## src/hdl/hpwr_pkg.sv

```systemverilog
package hpwr_pkg;

    // Fixed field widths of the block.
    localparam int HP_BITS     = 20;
    localparam int SQ_BITS     = 2 * HP_BITS;
    localparam int SUM_BITS    = 64;
    localparam int ROOT_BITS   = SUM_BITS / 2;
    localparam int COEFF_BITS  = 16;
    localparam int WIN_BITS    = 16;
    localparam int TIME_BITS   = 32;
    localparam int CFG_IDX_BITS = 1;
    localparam int CFG_DATA_BITS = 16;
    localparam int QUEUE_DEPTH = 4;

    // Saturation limits of the filter outputs and of the RMS value.
    localparam logic [HP_BITS-1:0] HP_MAX  = 20'h7FFFF;
    localparam logic [HP_BITS-1:0] HP_MIN  = 20'h80000;
    localparam logic [HP_BITS-1:0] RMS_MAX = 20'hFFFFF;

    // Configuration register indexes and their reset values.
    localparam logic [CFG_IDX_BITS-1:0] CFG_FILTER_COEFF = 1'b0;
    localparam logic [CFG_IDX_BITS-1:0] CFG_WINDOW_MS    = 1'b1;
    localparam logic [COEFF_BITS-1:0]   COEFF_RESET      = 16'd62259;
    localparam logic [WIN_BITS-1:0]     WINDOW_RESET     = 16'd1000;

    // Sequencer of the filter and accumulation back end.
    typedef enum logic [2:0] {
        B_IDLE,
        B_FILT,
        B_RMS,
        B_WAIT,
        B_FIN
    } back_state_t;

    // Sequencer of the divide and square-root unit.
    typedef enum logic [1:0] {
        R_IDLE,
        R_DIV,
        R_SQRT,
        R_DONE
    } rms_state_t;

endpackage

```

## src/hdl/hpwr_queue.sv

```systemverilog
module hpwr_queue import hpwr_pkg::*; #(
    parameter int WIDTH = 49,
    parameter int DEPTH = 4
) (
    input  logic             clk,
    input  logic             rst_n,
    input  logic             push,
    input  logic [WIDTH-1:0] push_data,
    output logic             full,
    input  logic             pop,
    output logic             head_valid,
    output logic [WIDTH-1:0] head_data
);

    localparam int PW = $clog2(DEPTH);
    localparam int CW = $clog2(DEPTH + 1);

    logic [WIDTH-1:0] entry_reg [DEPTH];
    logic [PW-1:0]    wr_ptr_reg;
    logic [PW-1:0]    rd_ptr_reg;
    logic [CW-1:0]    cnt_reg;
    logic             do_push;
    logic             do_pop;

    // Handshake qualifiers.
    assign full       = (cnt_reg == CW'(DEPTH));
    assign head_valid = (cnt_reg != '0);
    assign head_data  = entry_reg[rd_ptr_reg];
    assign do_push    = push && !full;
    assign do_pop     = pop && head_valid;

    // Pointers and fill count.
    always_ff @(posedge clk or negedge rst_n)
    begin
        if (!rst_n)
        begin
            wr_ptr_reg <= '0;
            rd_ptr_reg <= '0;
            cnt_reg    <= '0;
        end
        else
        begin
            if (do_push)
            begin
                wr_ptr_reg <= wr_ptr_reg + 1'b1;
            end
            if (do_pop)
            begin
                rd_ptr_reg <= rd_ptr_reg + 1'b1;
            end
            if (do_push && !do_pop)
            begin
                cnt_reg <= cnt_reg + 1'b1;
            end
            else if (do_pop && !do_push)
            begin
                cnt_reg <= cnt_reg - 1'b1;
            end
        end
    end

    // Entry storage.
    always_ff @(posedge clk)
    begin
        if (do_push)
        begin
            entry_reg[wr_ptr_reg] <= push_data;
        end
    end

    // A push into a queue that is not full, without a pop, grows the count by one.
    a_count_up: assert property (@(posedge clk) disable iff (!rst_n)
        (do_push && !do_pop) |=> (cnt_reg == $past(cnt_reg) + 1'b1))
        else $error("queue count did not grow on push");

endmodule

```

## src/hdl/hpwr_front.sv

```systemverilog
module hpwr_front import hpwr_pkg::*; #(
    parameter int SAMPLE_BITS = 16
) (
    input  logic                     clk,
    input  logic                     rst_n,
    input  logic                     in_valid,
    output logic                     in_stall,
    input  logic [SAMPLE_BITS-1:0]   accel_x,
    input  logic [SAMPLE_BITS-1:0]   accel_y,
    input  logic [SAMPLE_BITS-1:0]   accel_z,
    input  logic [TIME_BITS-1:0]     now_ms,
    input  logic [WIN_BITS-1:0]      window_ms,
    input  logic                     q_full,
    output logic                     push,
    output logic [3*SAMPLE_BITS:0]   push_data
);

    logic [TIME_BITS-1:0] window_start_reg;
    logic [TIME_BITS-1:0] elapsed;
    logic                 closes;

    // The wrapping age of the open window decides whether this beat closes it.
    assign elapsed = now_ms - window_start_reg;
    assign closes  = (elapsed >= {{(TIME_BITS-WIN_BITS){1'b0}}, window_ms});

    assign in_stall  = q_full;
    assign push      = in_valid && !q_full;
    assign push_data = {closes, accel_z, accel_y, accel_x};

    // Window start follows the timestamp of each closing beat.
    always_ff @(posedge clk or negedge rst_n)
    begin
        if (!rst_n)
        begin
            window_start_reg <= '0;
        end
        else if (push && closes)
        begin
            window_start_reg <= now_ms;
        end
    end

    // A closing beat restarts the window at its own timestamp.
    a_window_restart: assert property (@(posedge clk) disable iff (!rst_n)
        (push && closes) |=> (window_start_reg == $past(now_ms)))
        else $error("window start not moved on a closing beat");

endmodule

```

## src/hdl/hpwr_rms.sv

```systemverilog
module hpwr_rms import hpwr_pkg::*; #(
    parameter int COUNT_BITS = 16
) (
    input  logic                  clk,
    input  logic                  rst_n,
    input  logic                  start,
    input  logic [SUM_BITS-1:0]   sum,
    input  logic [COUNT_BITS-1:0] count,
    output logic                  done,
    output logic [HP_BITS-1:0]    rms
);

    localparam int STEP_W = $clog2(SUM_BITS);

    rms_state_t               state_reg;
    rms_state_t               state_next;
    logic [STEP_W-1:0]        step_reg;
    logic [SUM_BITS-1:0]      quo_reg;
    logic [COUNT_BITS-1:0]    divisor_reg;
    logic [COUNT_BITS-1:0]    rem_reg;
    logic [ROOT_BITS+1:0]     srem_reg;
    logic [ROOT_BITS-1:0]     root_reg;
    logic [COUNT_BITS:0]      rem_shift;
    logic [COUNT_BITS:0]      rem_diff;
    logic                     rem_ge;
    logic [ROOT_BITS+3:0]     srem_shift;
    logic [ROOT_BITS+3:0]     trial;
    logic [ROOT_BITS+3:0]     srem_diff;
    logic                     srem_ge;
    logic                     last_step;

    // One restoring divide step: quotient bits shift in as dividend bits shift out.
    assign rem_shift = {rem_reg, quo_reg[SUM_BITS-1]};
    assign rem_ge    = (rem_shift >= {1'b0, divisor_reg});
    assign rem_diff  = rem_shift - {1'b0, divisor_reg};

    // One square-root digit: two radicand bits in, one root bit out.
    assign srem_shift = {srem_reg, quo_reg[SUM_BITS-1:SUM_BITS-2]};
    assign trial      = {2'b00, root_reg, 2'b01};
    assign srem_ge    = (srem_shift >= trial);
    assign srem_diff  = srem_shift - trial;
    assign last_step  = (step_reg == '0);

    // Next state.
    always_comb
    begin
        state_next = state_reg;
        case (state_reg)
            R_IDLE:
            begin
                if (start)
                begin
                    state_next = R_DIV;
                end
            end
            R_DIV:
            begin
                if (last_step)
                begin
                    state_next = R_SQRT;
                end
            end
            R_SQRT:
            begin
                if (last_step)
                begin
                    state_next = R_DONE;
                end
            end
            R_DONE:
            begin
                state_next = R_IDLE;
            end
            default:
            begin
                state_next = R_IDLE;
            end
        endcase
    end

    // Outputs.
    always_comb
    begin
        done = 1'b0;
        case (state_reg)
            R_DONE:
            begin
                done = 1'b1;
            end
            default:
            begin
                done = 1'b0;
            end
        endcase
    end

    assign rms = (root_reg[ROOT_BITS-1:HP_BITS] != '0) ? RMS_MAX : root_reg[HP_BITS-1:0];

    // State register.
    always_ff @(posedge clk or negedge rst_n)
    begin
        if (!rst_n)
        begin
            state_reg <= R_IDLE;
        end
        else
        begin
            state_reg <= state_next;
        end
    end

    // Shared shift register: dividend and quotient first, then the radicand.
    always_ff @(posedge clk)
    begin
        case (state_reg)
            R_IDLE:
            begin
                if (start)
                begin
                    quo_reg     <= sum;
                    divisor_reg <= count;
                    rem_reg     <= '0;
                    step_reg    <= STEP_W'(SUM_BITS - 1);
                end
            end
            R_DIV:
            begin
                quo_reg <= {quo_reg[SUM_BITS-2:0], rem_ge};
                rem_reg <= rem_ge ? rem_diff[COUNT_BITS-1:0] : rem_shift[COUNT_BITS-1:0];
                if (last_step)
                begin
                    srem_reg <= '0;
                    root_reg <= '0;
                    step_reg <= STEP_W'(ROOT_BITS - 1);
                end
                else
                begin
                    step_reg <= step_reg - 1'b1;
                end
            end
            R_SQRT:
            begin
                quo_reg  <= {quo_reg[SUM_BITS-3:0], 2'b00};
                srem_reg <= srem_ge ? srem_diff[ROOT_BITS+1:0] : srem_shift[ROOT_BITS+1:0];
                root_reg <= {root_reg[ROOT_BITS-2:0], srem_ge};
                step_reg <= step_reg - 1'b1;
            end
            default:
            begin
                step_reg <= step_reg;
            end
        endcase
    end

    // A new root is only requested while the unit is free.
    a_start_idle: assert property (@(posedge clk) disable iff (!rst_n)
        start |-> (state_reg == R_IDLE))
        else $error("root requested while unit busy");

endmodule

```

## src/hdl/hpwr_back.sv

```systemverilog
module hpwr_back import hpwr_pkg::*; #(
    parameter int SAMPLE_BITS = 16,
    parameter int COUNT_BITS  = 16
) (
    input  logic                   clk,
    input  logic                   rst_n,
    input  logic                   head_valid,
    input  logic [3*SAMPLE_BITS:0] head_data,
    output logic                   pop,
    input  logic [COEFF_BITS-1:0]  filter_coeff,
    output logic                   rms_start,
    output logic [SUM_BITS-1:0]    rms_sum,
    output logic [COUNT_BITS-1:0]  rms_count,
    input  logic                   rms_done,
    input  logic [HP_BITS-1:0]     rms_value,
    output logic                   out_valid,
    input  logic                   out_stall,
    output logic [HP_BITS-1:0]     hp_x,
    output logic [HP_BITS-1:0]     hp_y,
    output logic [HP_BITS-1:0]     hp_z,
    output logic [HP_BITS-1:0]     rms_level,
    output logic                   window_done
);

    localparam int DW = ((SAMPLE_BITS > HP_BITS - 1) ? SAMPLE_BITS : HP_BITS - 1) + 2;
    localparam int PW = DW + COEFF_BITS + 1;
    localparam int QW = PW - COEFF_BITS;

    back_state_t                   state_reg;
    back_state_t                   state_next;
    logic [2:0]                    step_reg;
    logic [2:0]                    step_next;
    logic [SAMPLE_BITS-1:0]        work_s_reg [3];
    logic                          work_done_reg;
    logic [HP_BITS-1:0]            filt_reg [3];
    logic [SAMPLE_BITS-1:0]        last_reg [3];
    logic signed [PW-1:0]          prod_reg;
    logic [SQ_BITS-1:0]            sq_reg;
    logic [SUM_BITS-1:0]           sum_reg;
    logic [COUNT_BITS-1:0]         cnt_reg;
    logic [HP_BITS-1:0]            held_rms_reg;
    logic                          out_valid_reg;
    logic [HP_BITS-1:0]            hp_x_reg;
    logic [HP_BITS-1:0]            hp_y_reg;
    logic [HP_BITS-1:0]            hp_z_reg;
    logic [HP_BITS-1:0]            rms_level_reg;
    logic                          window_done_reg;

    logic [SAMPLE_BITS-1:0]        head_s [3];
    logic                          head_done;
    logic                          issue;
    logic [1:0]                    issue_ax;
    logic                          sat_en;
    logic [1:0]                    sat_ax;
    logic                          acc_en;
    logic                          slot_free;
    logic                          load_out;
    logic [SAMPLE_BITS-1:0]        cur_s;
    logic [HP_BITS-1:0]            filt_sel;
    logic [SAMPLE_BITS-1:0]        last_sel;
    logic signed [DW-1:0]          d_val;
    logic signed [COEFF_BITS:0]    coeff_s;
    logic signed [PW-1:0]          prod_val;
    logic [QW-1:0]                 q_val;
    logic [QW-HP_BITS:0]           q_top;
    logic [HP_BITS-1:0]            hp_sat;
    logic signed [SQ_BITS-1:0]     sq_val;
    logic [SUM_BITS:0]             sum_wide;
    logic [SUM_BITS-1:0]           sum_sat;

    // Queue entry fields.
    assign head_s[0] = head_data[SAMPLE_BITS-1:0];
    assign head_s[1] = head_data[2*SAMPLE_BITS-1:SAMPLE_BITS];
    assign head_s[2] = head_data[3*SAMPLE_BITS-1:2*SAMPLE_BITS];
    assign head_done = head_data[3*SAMPLE_BITS];

    // Next state.
    always_comb
    begin
        state_next = state_reg;
        step_next  = step_reg;
        case (state_reg)
            B_IDLE:
            begin
                if (head_valid)
                begin
                    state_next = B_FILT;
                    step_next  = 3'd1;
                end
            end
            B_FILT:
            begin
                step_next = step_reg + 3'd1;
                if (step_reg == 3'd4)
                begin
                    if (work_done_reg)
                    begin
                        state_next = B_RMS;
                    end
                    else if (slot_free)
                    begin
                        state_next = B_IDLE;
                    end
                    else
                    begin
                        state_next = B_FIN;
                    end
                end
            end
            B_RMS:
            begin
                state_next = B_WAIT;
            end
            B_WAIT:
            begin
                if (rms_done)
                begin
                    state_next = B_FIN;
                end
            end
            B_FIN:
            begin
                if (slot_free)
                begin
                    state_next = B_IDLE;
                end
            end
            default:
            begin
                state_next = B_IDLE;
            end
        endcase
    end

    // Control outputs of the sequencer. Axis 0 is issued straight from the queue head,
    // axes 1 and 2 follow; saturation and squaring read prod_reg, accumulation reads sq_reg.
    always_comb
    begin
        issue     = 1'b0;
        issue_ax  = 2'd0;
        sat_en    = 1'b0;
        acc_en    = 1'b0;
        load_out  = 1'b0;
        rms_start = 1'b0;
        pop       = 1'b0;
        case (state_reg)
            B_IDLE:
            begin
                issue = head_valid;
                pop   = head_valid;
            end
            B_FILT:
            begin
                issue    = (step_reg <= 3'd2);
                issue_ax = step_reg[1:0];
                sat_en   = (step_reg <= 3'd3);
                acc_en   = (step_reg >= 3'd2);
                load_out = (step_reg == 3'd4) && !work_done_reg && slot_free;
            end
            B_RMS:
            begin
                rms_start = 1'b1;
            end
            B_FIN:
            begin
                load_out = slot_free;
            end
            default:
            begin
                issue = 1'b0;
            end
        endcase
    end

    assign sat_ax    = step_reg[1:0] - 2'd1;
    assign slot_free = !out_valid_reg || !out_stall;

    // Filter difference and coefficient product for the issued axis.
    assign cur_s    = (state_reg == B_IDLE) ? head_s[issue_ax] : work_s_reg[issue_ax];
    assign filt_sel = filt_reg[issue_ax];
    assign last_sel = last_reg[issue_ax];
    assign d_val    = $signed({{(DW-HP_BITS){filt_sel[HP_BITS-1]}}, filt_sel})
                    + $signed({{(DW-SAMPLE_BITS){cur_s[SAMPLE_BITS-1]}}, cur_s})
                    - $signed({{(DW-SAMPLE_BITS){last_sel[SAMPLE_BITS-1]}}, last_sel});
    assign coeff_s  = $signed({1'b0, filter_coeff});
    assign prod_val = d_val * coeff_s;

    // Floor shift by the Q0.16 scale, then saturation to 20 bits, then the square.
    assign q_val  = prod_reg[PW-1:COEFF_BITS];
    assign q_top  = q_val[QW-1:HP_BITS-1];
    assign hp_sat = ((&q_top) || !(|q_top)) ? q_val[HP_BITS-1:0]
                  : (q_val[QW-1] ? HP_MIN : HP_MAX);
    assign sq_val = $signed(hp_sat) * $signed(hp_sat);

    // Saturating accumulation of the squared magnitude.
    assign sum_wide = {1'b0, sum_reg} + {{(SUM_BITS+1-SQ_BITS){1'b0}}, sq_reg};
    assign sum_sat  = sum_wide[SUM_BITS] ? {SUM_BITS{1'b1}} : sum_wide[SUM_BITS-1:0];

    assign rms_sum   = sum_reg;
    assign rms_count = cnt_reg;

    // Sequencer and filter state.
    always_ff @(posedge clk or negedge rst_n)
    begin
        if (!rst_n)
        begin
            state_reg     <= B_IDLE;
            step_reg      <= '0;
            out_valid_reg <= 1'b0;
            sum_reg       <= '0;
            cnt_reg       <= '0;
            held_rms_reg  <= '0;
            for (int i = 0; i < 3; i++)
            begin
                filt_reg[i] <= '0;
                last_reg[i] <= '0;
            end
        end
        else
        begin
            state_reg <= state_next;
            step_reg  <= step_next;
            if (load_out)
            begin
                out_valid_reg <= 1'b1;
            end
            else if (!out_stall)
            begin
                out_valid_reg <= 1'b0;
            end
            if (issue)
            begin
                last_reg[issue_ax] <= cur_s;
            end
            if (state_reg == B_IDLE && head_valid && (cnt_reg != {COUNT_BITS{1'b1}}))
            begin
                cnt_reg <= cnt_reg + 1'b1;
            end
            if (sat_en)
            begin
                filt_reg[sat_ax] <= hp_sat;
            end
            if (acc_en)
            begin
                sum_reg <= sum_sat;
            end
            if (state_reg == B_RMS)
            begin
                sum_reg <= '0;
                cnt_reg <= '0;
            end
            if (state_reg == B_WAIT && rms_done)
            begin
                held_rms_reg <= rms_value;
            end
        end
    end

    // Working copy of the item, pipeline registers and the output beat.
    always_ff @(posedge clk)
    begin
        if (pop)
        begin
            work_s_reg[0] <= head_s[0];
            work_s_reg[1] <= head_s[1];
            work_s_reg[2] <= head_s[2];
            work_done_reg <= head_done;
        end
        if (issue)
        begin
            prod_reg <= prod_val;
        end
        if (sat_en)
        begin
            sq_reg <= $unsigned(sq_val);
        end
        if (load_out)
        begin
            hp_x_reg        <= filt_reg[0];
            hp_y_reg        <= filt_reg[1];
            hp_z_reg        <= filt_reg[2];
            rms_level_reg   <= held_rms_reg;
            window_done_reg <= work_done_reg;
        end
    end

    assign out_valid   = out_valid_reg;
    assign hp_x        = hp_x_reg;
    assign hp_y        = hp_y_reg;
    assign hp_z        = hp_z_reg;
    assign rms_level   = rms_level_reg;
    assign window_done = window_done_reg;

    // The root is only requested for a beat that closes its window.
    a_rms_on_close: assert property (@(posedge clk) disable iff (!rst_n)
        rms_start |-> work_done_reg)
        else $error("root requested for a beat that does not close a window");

    // A closed window leaves the sum and count cleared until its beat is delivered.
    a_window_cleared: assert property (@(posedge clk) disable iff (!rst_n)
        (state_reg == B_FIN && work_done_reg) |-> (sum_reg == '0 && cnt_reg == '0))
        else $error("sum or count not cleared after window close");

endmodule

```

## src/hdl/accel_highpass_windowed_rms_top.sv

```systemverilog
// Channel   Direction  Handshake            Payload
// in        sink       in_valid / in_stall   accel_x, accel_y, accel_z, now_ms
// out       source     out_valid / out_stall hp_x, hp_y, hp_z, rms_level, window_done
// cfg       sink       cfg_we                cfg_index, cfg_data
//
// In the back end one coefficient multiplier is shared by the three axes; saturation and
// squaring work from its registered product and accumulation from the registered square.
// A sample that closes a window also passes through a 64-step bit-serial divide
// followed by a 32-step square root in one shared unit.
// The front end accepts beats into a four-entry queue, so input is stalled only when the
// queue is full; a stalled output beat holds the back end only once its next result is ready.
// Reset clears control state, sums and filter history; configuration returns to its defaults.
module accel_highpass_windowed_rms_top import hpwr_pkg::*; #(
    parameter int SAMPLE_BITS = 16,
    parameter int COUNT_BITS  = 16
) (
    input  logic                     clk,
    input  logic                     rst_n,
    input  logic                     cfg_we,
    input  logic [CFG_IDX_BITS-1:0]  cfg_index,
    input  logic [CFG_DATA_BITS-1:0] cfg_data,
    input  logic                     in_valid,
    output logic                     in_stall,
    input  logic [SAMPLE_BITS-1:0]   accel_x,
    input  logic [SAMPLE_BITS-1:0]   accel_y,
    input  logic [SAMPLE_BITS-1:0]   accel_z,
    input  logic [TIME_BITS-1:0]     now_ms,
    output logic                     out_valid,
    input  logic                     out_stall,
    output logic [HP_BITS-1:0]       hp_x,
    output logic [HP_BITS-1:0]       hp_y,
    output logic [HP_BITS-1:0]       hp_z,
    output logic [HP_BITS-1:0]       rms_level,
    output logic                     window_done
);

    localparam int ENTRY_BITS = 3 * SAMPLE_BITS + 1;

    logic [COEFF_BITS-1:0] coeff_reg;
    logic [WIN_BITS-1:0]   window_reg;
    logic                  q_full;
    logic                  q_push;
    logic [ENTRY_BITS-1:0] q_push_data;
    logic                  q_pop;
    logic                  q_head_valid;
    logic [ENTRY_BITS-1:0] q_head_data;
    logic                  rms_start;
    logic [SUM_BITS-1:0]   rms_sum;
    logic [COUNT_BITS-1:0] rms_count;
    logic                  rms_done;
    logic [HP_BITS-1:0]    rms_value;

    // Configuration registers.
    always_ff @(posedge clk or negedge rst_n)
    begin
        if (!rst_n)
        begin
            coeff_reg  <= COEFF_RESET;
            window_reg <= WINDOW_RESET;
        end
        else if (cfg_we)
        begin
            case (cfg_index)
                CFG_FILTER_COEFF:
                begin
                    coeff_reg <= cfg_data[COEFF_BITS-1:0];
                end
                CFG_WINDOW_MS:
                begin
                    window_reg <= cfg_data[WIN_BITS-1:0];
                end
                default:
                begin
                    coeff_reg <= coeff_reg;
                end
            endcase
        end
    end

    // Front end: accepts beats and marks those that close a window.
    hpwr_front #(
        .SAMPLE_BITS (SAMPLE_BITS)
    ) u_front (
        .clk       (clk),
        .rst_n     (rst_n),
        .in_valid  (in_valid),
        .in_stall  (in_stall),
        .accel_x   (accel_x),
        .accel_y   (accel_y),
        .accel_z   (accel_z),
        .now_ms    (now_ms),
        .window_ms (window_reg),
        .q_full    (q_full),
        .push      (q_push),
        .push_data (q_push_data)
    );

    // Queue between the two halves.
    hpwr_queue #(
        .WIDTH (ENTRY_BITS),
        .DEPTH (QUEUE_DEPTH)
    ) u_queue (
        .clk        (clk),
        .rst_n      (rst_n),
        .push       (q_push),
        .push_data  (q_push_data),
        .full       (q_full),
        .pop        (q_pop),
        .head_valid (q_head_valid),
        .head_data  (q_head_data)
    );

    // Back end: filters, accumulates and delivers results.
    hpwr_back #(
        .SAMPLE_BITS (SAMPLE_BITS),
        .COUNT_BITS  (COUNT_BITS)
    ) u_back (
        .clk          (clk),
        .rst_n        (rst_n),
        .head_valid   (q_head_valid),
        .head_data    (q_head_data),
        .pop          (q_pop),
        .filter_coeff (coeff_reg),
        .rms_start    (rms_start),
        .rms_sum      (rms_sum),
        .rms_count    (rms_count),
        .rms_done     (rms_done),
        .rms_value    (rms_value),
        .out_valid    (out_valid),
        .out_stall    (out_stall),
        .hp_x         (hp_x),
        .hp_y         (hp_y),
        .hp_z         (hp_z),
        .rms_level    (rms_level),
        .window_done  (window_done)
    );

    // Mean and square root at window close.
    hpwr_rms #(
        .COUNT_BITS (COUNT_BITS)
    ) u_rms (
        .clk   (clk),
        .rst_n (rst_n),
        .start (rms_start),
        .sum   (rms_sum),
        .count (rms_count),
        .done  (rms_done),
        .rms   (rms_value)
    );

endmodule
```

## config.mk

```make
export PLATFORM = sky130hd
export DESIGN_NAME = accel_highpass_windowed_rms_top
export DESIGN_NICKNAME = d
export VERILOG_FILES = /design/src/hdl/hpwr_pkg.sv /design/src/hdl/hpwr_queue.sv /design/src/hdl/hpwr_front.sv /design/src/hdl/hpwr_rms.sv /design/src/hdl/hpwr_back.sv /design/src/hdl/accel_highpass_windowed_rms_top.sv
export SDC_FILE = /design/constraint.sdc
export NUM_CORES = 2
export LEC_CHECK = 0
export ABC_AREA = 1
export BUFFER_PORTS_ARGS = -buffer_cell sky130_fd_sc_hd__buf_4
export CAP_MARGIN = 20
export CORE_UTILIZATION = 45
export DETAILED_ROUTE_END_ITERATION = 12
export GPL_ROUTABILITY_DRIVEN = 0
export HOLD_SLACK_MARGIN = 0.08
export PLACE_DENSITY = 0.6
export SYNTH_ARGS = -nofsm -noshare
export SYNTH_HDL_FRONTEND = slang
export SYNTH_SLANG_ARGS = --single-unit
```

## constraint.sdc

```tcl
create_clock -name clk -period 9.9 [get_ports clk]
set_input_delay 0.99 -clock clk [delete_from_list [all_inputs] [get_ports clk]]
set_output_delay 0.99 -clock clk [all_outputs]
set_load 0.1 [all_outputs]
```

==> metrics.md <==
| Metric | Value |
|---|---|
| Status | complete, no violations |
| IO Port Bufs | 184 |
| Total gr overflow | 0 |
| Final Total Pwr | roughly 0.019 W |
| Share of the synthesized area in the top cell type | 0.242 |
| Drt initial violations | 4142 |
| Initial Util | 0.453 |
| Fin Hold WS | 0.180 ns |
| Global-route usage over all layers | 0.246 |
| Final hold vios | 0 |
| Max reg flops | around 200 |
| Worst-Margin Slew | 1.02 ns |
| CTS root buf | clkbuf_16 |
| Ant. Diodes | 0 |
| Critical path buffers and inverters | 8 |
| Largest area contributor in the netlist | edfxtp_1 |
| Setup TNS | 0 ns |
| Seq/Total Area, Yosys | 0.347 |
| Power density over cell area | about 250 mW/mm^2 |
| CP Data Required Time | approximately 10 ns |
| H-tree levels | 3 |
| Register area | 0.0239 mm^2 |
| Core area | between 0.15 and 0.2 mm^2 |
| Top post-synthesis cells by area | edfxtp_1 (24%), fa_1 (21%), dfrtp_1 (9.9%) |
| Max Cap Violations | 0 |
| Syn-to-layout area delta | 11.9% |
| Post-synth cell types | 68 |
| Startpoint type of the worst setup path | flip-flop |
| Top_reg_cell synth | edfxtp_1 |
| IO Count | 185 |
| Register bit count reported by yosys | between 800 and 900 |
| Rows | 143 |
| Synthesized area | ~0.069 mm^2 |
| Largest net degree at the start of global routing | roughly 130 |
| ANT nets after route | 0 |
| DP Cell Count | roughly 9800 |
| Vias after detailed routing | 52800 |
| Vias in the first global route | 53500 |
| Final instance count without filler cells | 9995 |
| CTS Sinks | 843 |
| CP Class | reg -> reg |
| Initial antenna violation count | 9 |
| Commonest cells post-synth | inv_1 (1474), nand2_1 (1393), fa_1 (737) |
| Cts bufs inserted | 95 |
| Worst-skew pair later-pin latency | roughly 0.76 ns |
| Via density | 5.28 |
| Skew final | slightly above 0.09 ns |
| Final setup fails | 0 |
| Layout fillers | ~14000 |
| Tcrit/Tclk final | 0.955 |
| Worst hold path type | in -> async |
| P_leak | around 36 nW |
| Drt pass-1 iters | 6 |
| Worst Setup End Kind | flip-flop |
| Routed wire length | 188000 um |
| Crit-path leading delay family | adder cells |
| Reg clk slew, reported paths | 0.06 ns |
| Drc violations | 0 |
| Drt wl/cell | 18.8 um |
| Yosys warns | 0 |
| Chip Width | 393 um |
| Post-synth ARST share | 0.342 |
| DIE AREA | 0.155 mm^2 |
| CP most frequent cell | fa_1 |
| Slew Limit Headroom | 0.320 |
| Count leader, synth | inv_1 |
| Largest stage delay, worst path | 0.60 ns |
| Layout Nets | 9090 |
| Fmax | 0.106 GHz |
| CTS tree | yes |
| Worst EP arrival | 9.87 ns |
| Pins Over Slew Limit | 0 |
| Max IR drop VDD | 0.000751 V |
| Die height | 393 um |
| Share of cells above drive strength 1 | 0.0846 |
| Post-synth EDFFs | ~560 |
| Mapped Avg Cell Area | between 9 and 10 um^2 |
| Clock Path Buffers | 3 |
| Slowest-stage cell, CP | fa_1 |
| Mapped Nets | 8855 |
| Hold_buf cts | 0 |
| Final HPWL DP | approximately 140000 um |
| Crit Path Max Fanout | 20 |
| Post-layout min period | 9.46 ns |
| First-pass GRT wire length | 296000 um |
| Syn Inst Count | 7648 |
| Multi-input gate area | just under 0.04 mm^2 |
[power by group]
group	switching, W	internal (W)	total [W]
logic	0.00690	0.00430	0.0112
registers	0.000108	0.00443	0.00454
clock network	0.00155	0.00211	0.00366
total	0.00856	0.0108	0.0194
[path summary, 6_finish.rpt]
| path | start | end | slack, ns | cells past startpoint |
|---|---|---|---|---|
| worst max-delay path | u_queue.rd_ptr_reg[0]$_DFFE_PN0P_ | u_back.prod_reg[30]$_DFFE_PP_ | 0.44 | 35 |
| worst min-delay path | rst_n | u_back.rms_sum[49]$_DFFE_PN0P_ | 0.18 | 1 |
| worst max register to register | u_queue.rd_ptr_reg[0]$_DFFE_PN0P_ | u_back.prod_reg[30]$_DFFE_PP_ | 0.44 | 35 |
| worst min register to register | u_back.held_rms_reg[5]$_DFFE_PN0P_ | u_back.rms_level[5]$_DFFE_PP_ | 0.45 | 0 |
| max in group asynchronous | rst_n | u_back.last_reg[3]$_DFFE_PN0P_ | 7.90 | 3 |
| min in group clk | accel_x[1] | u_queue.entry_reg[0][1]$_DFFE_PP_ | 0.44 | 1 |
[stage by stage]
step           setup slack [ns]  utilization  cell area (um^2)
6_report                  0.444        0.508             77100
3_5_place_dp             -0.127        0.483             73300
3_3_place_gp             0.0577        0.483             73300
5_1_grt                 -0.0114        0.508             77100
2_1_floorplan             0.314            -             68900
4_1_cts                 0.00490        0.505             76700
[logic make-up after synthesis]
family / synth area share
and+or+nand+nor: 0.151
muxes: 0.000163
buffers and inverters: 0.0953
AOI/OAI and AO/OA: 0.101
xor gates and xnor gates: 0.0250
DFF: 0.347
adders and majority gates: 0.281
[layout make-up]
type / count / area share
Timing Repair inverter: 1 / 0.0000811
Inverter: 1499 / 0.0732
Tap cell: 2030 / 0.0329
Clock buffer: 115 / 0.0328
Clock inverter: 64 / 0.00974
Timing Repair Buffer: 367 / 0.0383
Multi-Input combinational cell: 5076 / 0.503
Sequential cell: 843 / 0.310
[layer usage]
| metal | global-route usage | wire, um | vias up |
|---|---|---|---|
| met3 | 0.0430 | 13600 | 285 |
| met1 | 0.342 | 83200 | 26000 |
| met5 | 0 | 105 | - |
| met4 | 0.0691 | 4760 | 14 |
| met2 | 0.396 | 86600 | 1692 |
| li1 | - | - | 24900 |
[cell usage in the layout, fill, tap and decap left out, drive strengths merged, types with 4 or more instances in the layout]
master | Yosys | routed
nand4 | 44 | 44
ha | 368 | 368
o21a | 14 | 14
clkinv | 20 | 68
nor4 | 20 | 20
a21boi | 10 | 10
o21ai | 553 | 553
or2 | 37 | 37
nand3 | 224 | 224
a221oi | 5 | 5
nor3 | 76 | 76
nand3b | 8 | 8
o221ai | 78 | 78
a22oi | 17 | 17
clkinvlp | 0 | 4
a21oi | 355 | 355
xor2 | 125 | 125
fa | 737 | 737
nand2 | 1398 | 1398
edfxtp | 555 | 555
xnor2 | 72 | 72
a21o | 25 | 25
dfstp | 16 | 16
o22ai | 54 | 54
o211ai | 13 | 13
inv | 1479 | 1482
buf | 44 | 366
and2 | 9 | 9
a211oi | 7 | 7
clkbuf | 186 | 116
dfrtp | 272 | 272
bufinv | 0 | 10
o21bai | 23 | 23
a31oi | 21 | 21
a2bb2oi | 20 | 20
nor2 | 738 | 738
[what timing repair did]
action | in CTS | in global routing
cloned | 0 | 2
setup endpoints to repair | 8 | 22
resized for setup | 4 | 88
buffers inserted | 4 | 5
Power figures use the tool's default switching activity.
